## config.mk

```make
export PLATFORM = sky130hd
export DESIGN_NAME = tcw_cursor
export DESIGN_NICKNAME = d
export VERILOG_FILES = /design/src/tcw_pkg.sv /design/src/tcw_cursor.sv
export SDC_FILE = /design/constraint.sdc
export NUM_CORES = 1
export LEC_CHECK = 0
export BUFFER_PORTS_ARGS = -buffer_cell sky130_fd_sc_hd__buf_2
export CORE_MARGIN = 1.5
export CORE_UTILIZATION = 41
export DETAILED_ROUTE_END_ITERATION = 10
export GPL_ROUTABILITY_DRIVEN = 1
export MAX_ROUTING_LAYER = met4
export SETUP_SLACK_MARGIN = 0.5
export SYNTH_ARGS = -nofsm -noshare
export SYNTH_HDL_FRONTEND = slang
export SYNTH_SLANG_ARGS = --single-unit
export TNS_END_PERCENT = 1
```

## constraint.sdc

```tcl
create_clock -name i_clk -period 4.3 [get_ports i_clk]
set_input_delay 0.86 -clock i_clk [delete_from_list [all_inputs] [get_ports i_clk]]
set_output_delay 0.86 -clock i_clk [all_outputs]
set_load 0.01 [all_outputs]
```

## src/tcw_pkg.sv

```systemverilog
// tcw_pkg: command codes, cell constants, cursor command struct and
// controller state type for the text console writer
// no dependencies
`default_nettype none

package tcw_pkg;

    // command codes of the input item
    localparam logic [1:0] CMD_PUT   = 2'd0;
    localparam logic [1:0] CMD_CLEAR = 2'd1;
    localparam logic [1:0] CMD_READ  = 2'd2;

    // configuration register indexes
    localparam logic CFG_FOREGROUND = 1'b0;
    localparam logic CFG_BACKGROUND = 1'b1;

    // character and cell constants
    localparam logic [7:0]  NEWLINE_CODE = 8'h0A;
    localparam logic [7:0]  SPACE_CODE   = 8'h20;
    localparam logic [15:0] RESET_CELL   = 16'h0720;

    // cursor update request from the controller
    typedef struct packed {
        logic put;      // character written, advance one column
        logic newline;  // go to column 0 of the next row
        logic home;     // go to row 0, column 0
    } t_cur_cmd;

    // controller states
    typedef enum logic [3:0] {
        S_IDLE = 4'b0001,
        S_READ = 4'b0010,
        S_COPY = 4'b0100,
        S_FILL = 4'b1000
    } t_state;

endpackage

`default_nettype wire

```

## src/tcw_cursor.sv

```systemverilog
// tcw_cursor: cursor row/column tracking with linear cell address
// depends on tcw_pkg
`default_nettype none

module tcw_cursor
    import tcw_pkg::*;
#(
    parameter int COLUMNS = 80,
    parameter int ROWS    = 25
) (
    input  logic                               i_clk,
    input  logic                               i_rst_n,
    input  t_cur_cmd                           i_cmd,
    output logic [$clog2(ROWS*COLUMNS)-1:0]    o_addr,
    output logic [$clog2(ROWS*COLUMNS)-1:0]    o_next_addr,
    output logic                               o_scroll
);

    localparam int CELLS = ROWS * COLUMNS;
    localparam int AW    = $clog2(CELLS);
    localparam int CW    = $clog2(COLUMNS);
    localparam int RW    = $clog2(ROWS);

    logic [CW-1:0] r_col,  n_col;
    logic [RW-1:0] r_row,  n_row;
    logic [AW-1:0] r_base, n_base;
    logic          col_last;
    logic          row_last;
    logic          line_end;

    // next cursor position; the bottom row stays put on a scroll
    always_comb begin
        col_last = (r_col == CW'(COLUMNS - 1));
        row_last = (r_row == RW'(ROWS - 1));
        line_end = i_cmd.newline | (i_cmd.put & col_last);
        o_scroll = line_end & row_last;
        n_col    = r_col;
        n_row    = r_row;
        n_base   = r_base;
        if (i_cmd.home) begin
            n_col  = '0;
            n_row  = '0;
            n_base = '0;
        end else if (line_end) begin
            n_col = '0;
            if (!row_last) begin
                n_row  = r_row + RW'(1);
                n_base = r_base + AW'(COLUMNS);
            end
        end else if (i_cmd.put) begin
            n_col = r_col + CW'(1);
        end
    end

    assign o_addr      = r_base + AW'(r_col);
    assign o_next_addr = n_base + AW'(n_col);

    // cursor registers
    always_ff @(posedge i_clk) begin
        if (!i_rst_n) begin
            r_col  <= '0;
            r_row  <= '0;
            r_base <= '0;
        end else begin
            r_col  <= n_col;
            r_row  <= n_row;
            r_base <= n_base;
        end
    end

    // cursor stays on the screen
    a_addr_range: assert property (@(posedge i_clk) disable iff (!i_rst_n)
        32'(o_addr) < CELLS)
        else $error("cursor address beyond the screen");

    // home request lands on the first cell
    a_home: assert property (@(posedge i_clk) disable iff (!i_rst_n)
        i_cmd.home |=> (o_addr == '0))
        else $error("cursor not homed");

    // row base tracks the row
    a_base: assert property (@(posedge i_clk) disable iff (!i_rst_n)
        (32'(r_base) == 32'(r_row) * COLUMNS))
        else $error("row base out of step with row");

endmodule

`default_nettype wire

```

==> results of run 1 <==
-- power breakdown --
part | switching, W | total [W] | internal (W)
Clock | 0.0000703 | 0.000136 | 0.0000662
Combinational | 0.0000314 | 0.0000650 | 0.0000336
Sequential | 0.00000360 | 0.000219 | 0.000215
Total | 0.000105 | 0.000420 | 0.000315
-- area by class of cell --
type                    count  area share (%)
flip-flops and latches     23            20.7
clock buffers               4            2.02
repair buffers             49            14.4
inverters                   9            1.52
multi-input cells         167            58.5
well taps                  50            2.81
-- registers in the layout, summed over array words and instances (netlist names) --
name and flops:
r_base 11, r_col 7, r_row 5
-- through the flow --
stage / hold WS, ps / cells / setup slack [ps] / area, sq um
after floorplan: 449 / 204 / 238 / 1730
after global placement: 500 / 281 / 95.8 / 1940
after detailed placement: 507 / 281 / 91.0 / 1940
after CTS: 520 / 293 / 231 / 2130
after global routing: 539 / 302 / 87.4 / 2230
final: 518 / 302 / 280 / 2230
-- what timing repair did --
item | CTS | global route
gates resized for setup | 21 | 7
setup buffers | 8 | 9
setup endpoints to repair | 6 | 6
pin swaps | 12 | 12
-- critical path: cells and delay by family --
family                     cells  cell delay (ps)
AOI/OAI and AO/OA              2              200
muxes                          1              220
buffers and inverters          3              340
adders and majority gates      1              330
and+or+nand+nor                6             1030
xor gates and xnor gates       1              170
-- path summary, 6_finish.rpt --
check | to | slack, ps | cells after the start
max | o_next_addr[10] | 280 | 14
min | r_base[0] | 520 | 1
max reg2reg | r_base[6] | 2170 | 11
min reg2reg | r_base[0] | 520 | 1
-- layout by cell type, fill, tap and decap left out, types with 2 or more instances in the layout --
master,n
sky130_fd_sc_hd__a21boi_0,2
sky130_fd_sc_hd__a21o_1,6
sky130_fd_sc_hd__a21oi_1,5
sky130_fd_sc_hd__and2_1,5
sky130_fd_sc_hd__buf_2,26
sky130_fd_sc_hd__buf_4,19
sky130_fd_sc_hd__buf_6,3
sky130_fd_sc_hd__clkbuf_8,3
sky130_fd_sc_hd__dfxtp_1,22
sky130_fd_sc_hd__ha_1,15
sky130_fd_sc_hd__ha_2,3
sky130_fd_sc_hd__inv_1,9
sky130_fd_sc_hd__mux2i_1,2
sky130_fd_sc_hd__nand2_1,8
sky130_fd_sc_hd__nand2b_1,2
sky130_fd_sc_hd__nand3_1,3
sky130_fd_sc_hd__nand4_1,3
sky130_fd_sc_hd__nor2_1,32
sky130_fd_sc_hd__nor2_2,2
sky130_fd_sc_hd__nor2b_1,4
sky130_fd_sc_hd__nor2b_4,2
sky130_fd_sc_hd__nor3_1,11
sky130_fd_sc_hd__o211ai_1,2
sky130_fd_sc_hd__o21ai_0,7
sky130_fd_sc_hd__or3_1,3
sky130_fd_sc_hd__xnor2_1,14
sky130_fd_sc_hd__xnor2_2,2
sky130_fd_sc_hd__xor2_1,13
-- cells by family after synthesis --
logic type | after synthesis | synth area share, %
adders and majority gates | 20 | 15.6
DFF | 23 | 27.1
buffers and inverters | 14 | 3.17
AOI/OAI and AO/OA | 32 | 13.2
muxes | 3 | 1.77
xor gates and xnor gates | 29 | 15.0
and+or+nand+nor | 83 | 24.2
-- layer usage --
metal  vias to the layer above  track usage, %  part of all wire (%)
met1                       690            26.8                    51
met5                         -               -                     0
met2                        31            26.5                    44
met4                         0            5.36                   2.1
li1                        799               -                     -
met3                         7            2.00                   2.9
==> reports/results.md, run 1 <==
| Result | Value |
| --- | --- |
| First-pass DRT Iterations | 4 |
| Detail Placement HPWL | 2860 um |
| Number of cells produced by synthesis | 204 |
| Layout Skew | 4.73 ps |
| Slew @ Worst Pin | 378 ps |
| Via density per instance | 5.06 |
| Area of the die | 4540 sq um |
| Most common library cells after synthesis | 35 x sky130_fd_sc_hd__nor2_1, 23 x sky130_fd_sc_hd__dfxtp_1, 18 x sky130_fd_sc_hd__ha_1 |
| Netlist area before placement | 1700 sq um |
| Synth top area cells | sky130_fd_sc_hd__dfxtp_1 27%, sky130_fd_sc_hd__ha_1 13%, sky130_fd_sc_hd__xnor2_1 8.3%, sky130_fd_sc_hd__nor2_1 7.7%, sky130_fd_sc_hd__xor2_1 6.7% |
| Final RePlAce weighted congestion | 0.753 |
| Final critical delay including setup and external delays | 4020 ps |
| Global-route wire length before repair | 6140 um |
| Detailed Route WL | 3880 um |
| Power density cells | 189 nW/um^2 |
| Multi-input gate area in the final layout | 1300 sq um |
| Overall power of the completed layout | 0.000420 W |
| Final Cycle Share | 93.5% |
| Avg Synthesized Cell Area | 8.32 sq um |
| Total via count after detailed routing | 1,527 |
| Number of inserted diodes | 0 |
| Initial Utilization | 42.4% |
| Outcome | finished clean |
| Worst R2R Start | r_col[0] |
| Worst slew margin relative to its limit | 74.6% |
| Category of the critical setup timing path | input port to primary output |
| Final ANT Viol Nets | 0 |
| DRT iter0 DRCs | 48 |
| Sinks on Clock Net | 23 |
| Data arrival time at the worst-slack endpoint | 3160 ps |
| TritonCTS clock tree | yes |
| Type of the most critical hold path | flip-flop to flip-flop |
| Number of global-route vias before repair | 1,329 |
| Maximum operating frequency | 249 MHz |
| PortBufs | 27 |
| Post-layout net count | 278 |
| Fraction of the yosys area taken by sequential cells | 27.1% |
| Predominant post-synthesis flop cell | sky130_fd_sc_hd__dfxtp_1 |
| Count of standard-cell rows | 23 |
| Fraction of final layout cells with drive strength greater than 1 | 30.2% |
| Share of the synthesized area in the top cell type | 27.1% |
| Number of H-tree levels | 1 |
| Initial antenna violation count | 0 |
| Setup repair after global routing missed its margin | yes |
| Later-pin clock latency in the skew report | 260 ps |
| Worst-path maximum fanout | 3 |
| Most frequent cell after synthesis | sky130_fd_sc_hd__nor2_1 |
| Number of synthesized register bits | 23 |
| Final design utilization | 55.7% |
| Clock-pin slew on the worst setup and hold paths | 80 ps |
| Global route total overflow | 0 |
| Synthesis-to-finish area growth | 31.2% |
| Synthesized netlist net count | 229 |
| Yosys synthesis warning count | 0 |
| Critical Path, Cell by Cell | buf_8 -> and4_4 -> a31oi_4 -> and2b_2 -> buf_6 -> mux2i_4 -> nor2_1 -> ha_2 -> nor3_2 -> nor2_4 -> o41ai_4 -> nor4b_2 -> xor2_1 -> buf_2 |
| Total count of hold-check failures in the final report | 0 |
| Number of placed I/O pins | 28 |
| Hold path startpoint | r_base[0] |
| Area of the placeable core | 4000 sq um |
| Element type at the critical path end | primary output |
| Final setup violation count | 0 |
| Slowest Stage Delay on Critical Path | 330 ps |
| Maximum number of pins on one net before global-route repair | 16 |
| Static leakage | 1.07 nW |
| Wirelength per Cell | 12.8 um |
| Kind of start point of the critical path | input port |
| Cell taking the most area after synthesis | sky130_fd_sc_hd__dfxtp_1 |
| Post-synth EDFFs | 0 |
| WP data required | 3440 ps |
| Synth cell types | 35 |
| Async SR Flop Fraction | 0% |
| Max clock buf depth | 2 |
| Width of the die | 67.4 um |
| All-layer global routing usage | 18.3% |
| Setup crit start | i_cmd[2] |
| Number of remaining DRC errors | 0 |
| Max-cap violation count | 0 |
| Critical path's slowest cell | sky130_fd_sc_hd__ha_2 |
| Slew Limit Fails | 0 |
| Number of buffers inserted by hold repair at cts | 0 |
| Peak ir drop on the vdd network | 0.0000984 V |
| Final setup TNS | 0 ps |
| Reg area | 462 sq um |
| Number of fill cells in the layout | 377 |
| Number of CTS-inserted buffers | 3 |
| Die Ht | 67.4 um |
| Clk root buf | sky130_fd_sc_hd__clkbuf_8 |
(Power assumes the default switching activity.)
==> inputs of run 2 (changes only) <==
--- a/config.mk
+++ b/config.mk
@@ -6,11 +6,14 @@
 export NUM_CORES = 1
 export LEC_CHECK = 0
 export BUFFER_PORTS_ARGS = -buffer_cell sky130_fd_sc_hd__buf_2
+export CELL_PAD_IN_SITES_DETAIL_PLACEMENT = 2
+export CELL_PAD_IN_SITES_GLOBAL_PLACEMENT = 2
 export CORE_MARGIN = 1.5
-export CORE_UTILIZATION = 41
+export CORE_UTILIZATION = 30
 export DETAILED_ROUTE_END_ITERATION = 10
 export GPL_ROUTABILITY_DRIVEN = 1
 export MAX_ROUTING_LAYER = met4
+export PLACE_DENSITY_LB_ADDON = 0.1
 export SETUP_SLACK_MARGIN = 0.5
 export SYNTH_ARGS = -nofsm -noshare
 export SYNTH_HDL_FRONTEND = slang
==> run 2 against run 1 <==
- clock skew down 3.3 ps
- worst setup slack worse by 110 ps
- first-iteration DRC count is 25% lower
- combinational power fell by 7.7%
- via count increased by 2.8%
- sequential share of layout area rose by 0.40 points
- highest routed layer unchanged
==> reports/results.md, run 2 (synthesis gave the netlist of run 1 again) <==
| Result | Value |
| --- | --- |
| TritonCTS clock tree | yes |
| Reg area | 462 sq um |
| Number of fill cells in the layout | 631 |
| Global route total overflow | 0 |
| Number of remaining DRC errors | 0 |
| Leading cell type in the layout, fill and taps excluded | sky130_fd_sc_hd__nor2_1 |
| Sinks on Clock Net | 23 |
| Slew Limit Fails | 0 |
| Type of the most critical hold path | flip-flop to flip-flop |
| Peak ir drop on the vdd network | 0.0000848 V |
| Multi-input gate area in the final layout | 1280 sq um |
| Area of the placeable core | 5470 sq um |
| Fraction of final layout cells with drive strength greater than 1 | 28.6% |
| Slew @ Worst Pin | 439 ps |
| Commonest cells after routing, fill and taps aside | 32 x sky130_fd_sc_hd__nor2_1, 26 x sky130_fd_sc_hd__buf_2, 22 x sky130_fd_sc_hd__dfxtp_1 |
| Initial Utilization | 31.0% |
| Wirelength per Cell | 15.9 um |
| Final RePlAce weighted congestion | 0.773 |
| Power density cells | 190 nW/um^2 |
| Outcome | finished clean |
| Final standard cell count with taps included and fillers excluded | 320 |
| Number of global-route vias before repair | 1,772 |
| Largest registers | r_base (11), r_col (7), r_row (5) |
| Static leakage | 1.05 nW |
| Internal reg-to-reg setup slack | 2090 ps |
| WP data required | 3440 ps |
| Kind of start point of the critical path | input port |
| Die Ht | 78.2 um |
| Clock-pin slew on the worst setup and hold paths | 80 ps |
| Clk root buf | sky130_fd_sc_hd__clkbuf_8 |
| Number of H-tree levels | 1 |
| PortBufs | 27 |
| Category of the critical setup timing path | input port to primary output |
| Global-route wire length before repair | 8550 um |
| First-pass DRT Iterations | 4 |
| Max-cap violation count | 0 |
| Initial antenna violation count | 0 |
| Width of the die | 78.2 um |
| Top Usage Layer GRT | met2 |
| Maximum number of pins on one net before global-route repair | 13 |
| Post-layout net count | 274 |
| Via density per instance | 4.90 |
| Met1 Track Usage GR | 21.8% |
| Max clock buf depth | 2 |
| Worst-path maximum fanout | 4 |
| Placed instance count | 304 |
| Detail Placement HPWL | 4020 um |
| Total via count after detailed routing | 1,569 |
| Final Cycle Share | 96.0% |
| DRT iter0 DRCs | 36 |
| Layout Skew | 1.45 ps |
| Final setup TNS | 0 ps |
| All-layer global routing usage | 17.8% |
| Final setup violation count | 0 |
| Max FFs per register | 11 |
| Final critical delay including setup and external delays | 4130 ps |
| Count of standard-cell rows | 27 |
| Later-pin clock latency in the skew report | 260 ps |
| Data arrival time at the worst-slack endpoint | 3270 ps |
| Element type at the critical path end | primary output |
| Setup repair after global routing missed its margin | yes |
| Maximum operating frequency | 242 MHz |
| Area of the die | 6120 sq um |
| Met2 global-route usage | 32.2% |
| GR met3 Demand/Resource | 1.74% |
| Number of inserted diodes | 0 |
| Total count of hold-check failures in the final report | 0 |
| Biggest register | r_base |
| Number of CTS-inserted buffers | 3 |
| Synthesis-to-finish area growth | 28.7% |
| Detailed Route WL | 5080 um |
| Number of placed I/O pins | 28 |
| Final ANT Viol Nets | 0 |
| Worst slew margin relative to its limit | 70.7% |
## run 2: layout make-up
type / count / area share (%)
clock buffers: 4 / 2.06
repair buffers: 45 / 12.7
multi-input cells: 167 / 58.5
inverters: 9 / 1.55
well taps: 72 / 4.12
flip-flops and latches: 23 / 21.1
## run 2: final timing paths
check	startpoint	endpoint	cells past startpoint
worst min-delay path	r_base[2]	r_base[2]	1
worst max-delay path	i_cmd[2]	o_next_addr[10]	14
worst min register to register	r_base[2]	r_base[2]	1
worst max register to register	r_col[0]	r_base[6]	11
## run 2: worst max-delay path, cell delays in order
cell                      delay [ps]
sky130_fd_sc_hd__buf_6            90
sky130_fd_sc_hd__and4_4          170
sky130_fd_sc_hd__a31oi_4         210
sky130_fd_sc_hd__and2b_2         300
sky130_fd_sc_hd__nor2b_4         150
sky130_fd_sc_hd__xnor2_2         140
sky130_fd_sc_hd__nor2_1           80
sky130_fd_sc_hd__ha_2            340
sky130_fd_sc_hd__nor2_2           40
sky130_fd_sc_hd__nor2_2          170
sky130_fd_sc_hd__o41ai_4         120
sky130_fd_sc_hd__nor4b_2         280
sky130_fd_sc_hd__xor2_1          160
sky130_fd_sc_hd__buf_2           150
## run 2: power breakdown
group	internal (W)	total, W	switching [W]
sequential	0.000215	0.000219	0.00000347
combinational	0.0000284	0.0000600	0.0000316
clock	0.0000662	0.000138	0.0000716
## run 2: layer usage
metal / up-vias / wire length (um)
li1: 786 / -
met1: 763 / 2360
met2: 18 / 2600
met3: 2 / 99
met4: 0 / 19
met5: - / 0
## run 2: timing repair
action | CTS | global route
setup buffers | 7 | 5
endpoints found under the setup margin | 6 | 6
hold buffers | 0 | 0
pin swaps | 9 | 12
resized for setup | 12 | 7
## run 2: per-stage QoR
stage	power [W]	hold slack (ps)	setup WS [ps]	utilization (%)	cell area [sq um]
floorplan	0.000253	449	238	-	1730
global placement	0.000268	507	123	36.0	1970
detailed placement	0.000270	516	41.8	36.0	1970
CTS	0.000420	532	180	38.7	2120
global route	0.000441	558	27.6	39.9	2190
finish	0.000416	534	170	39.9	2190
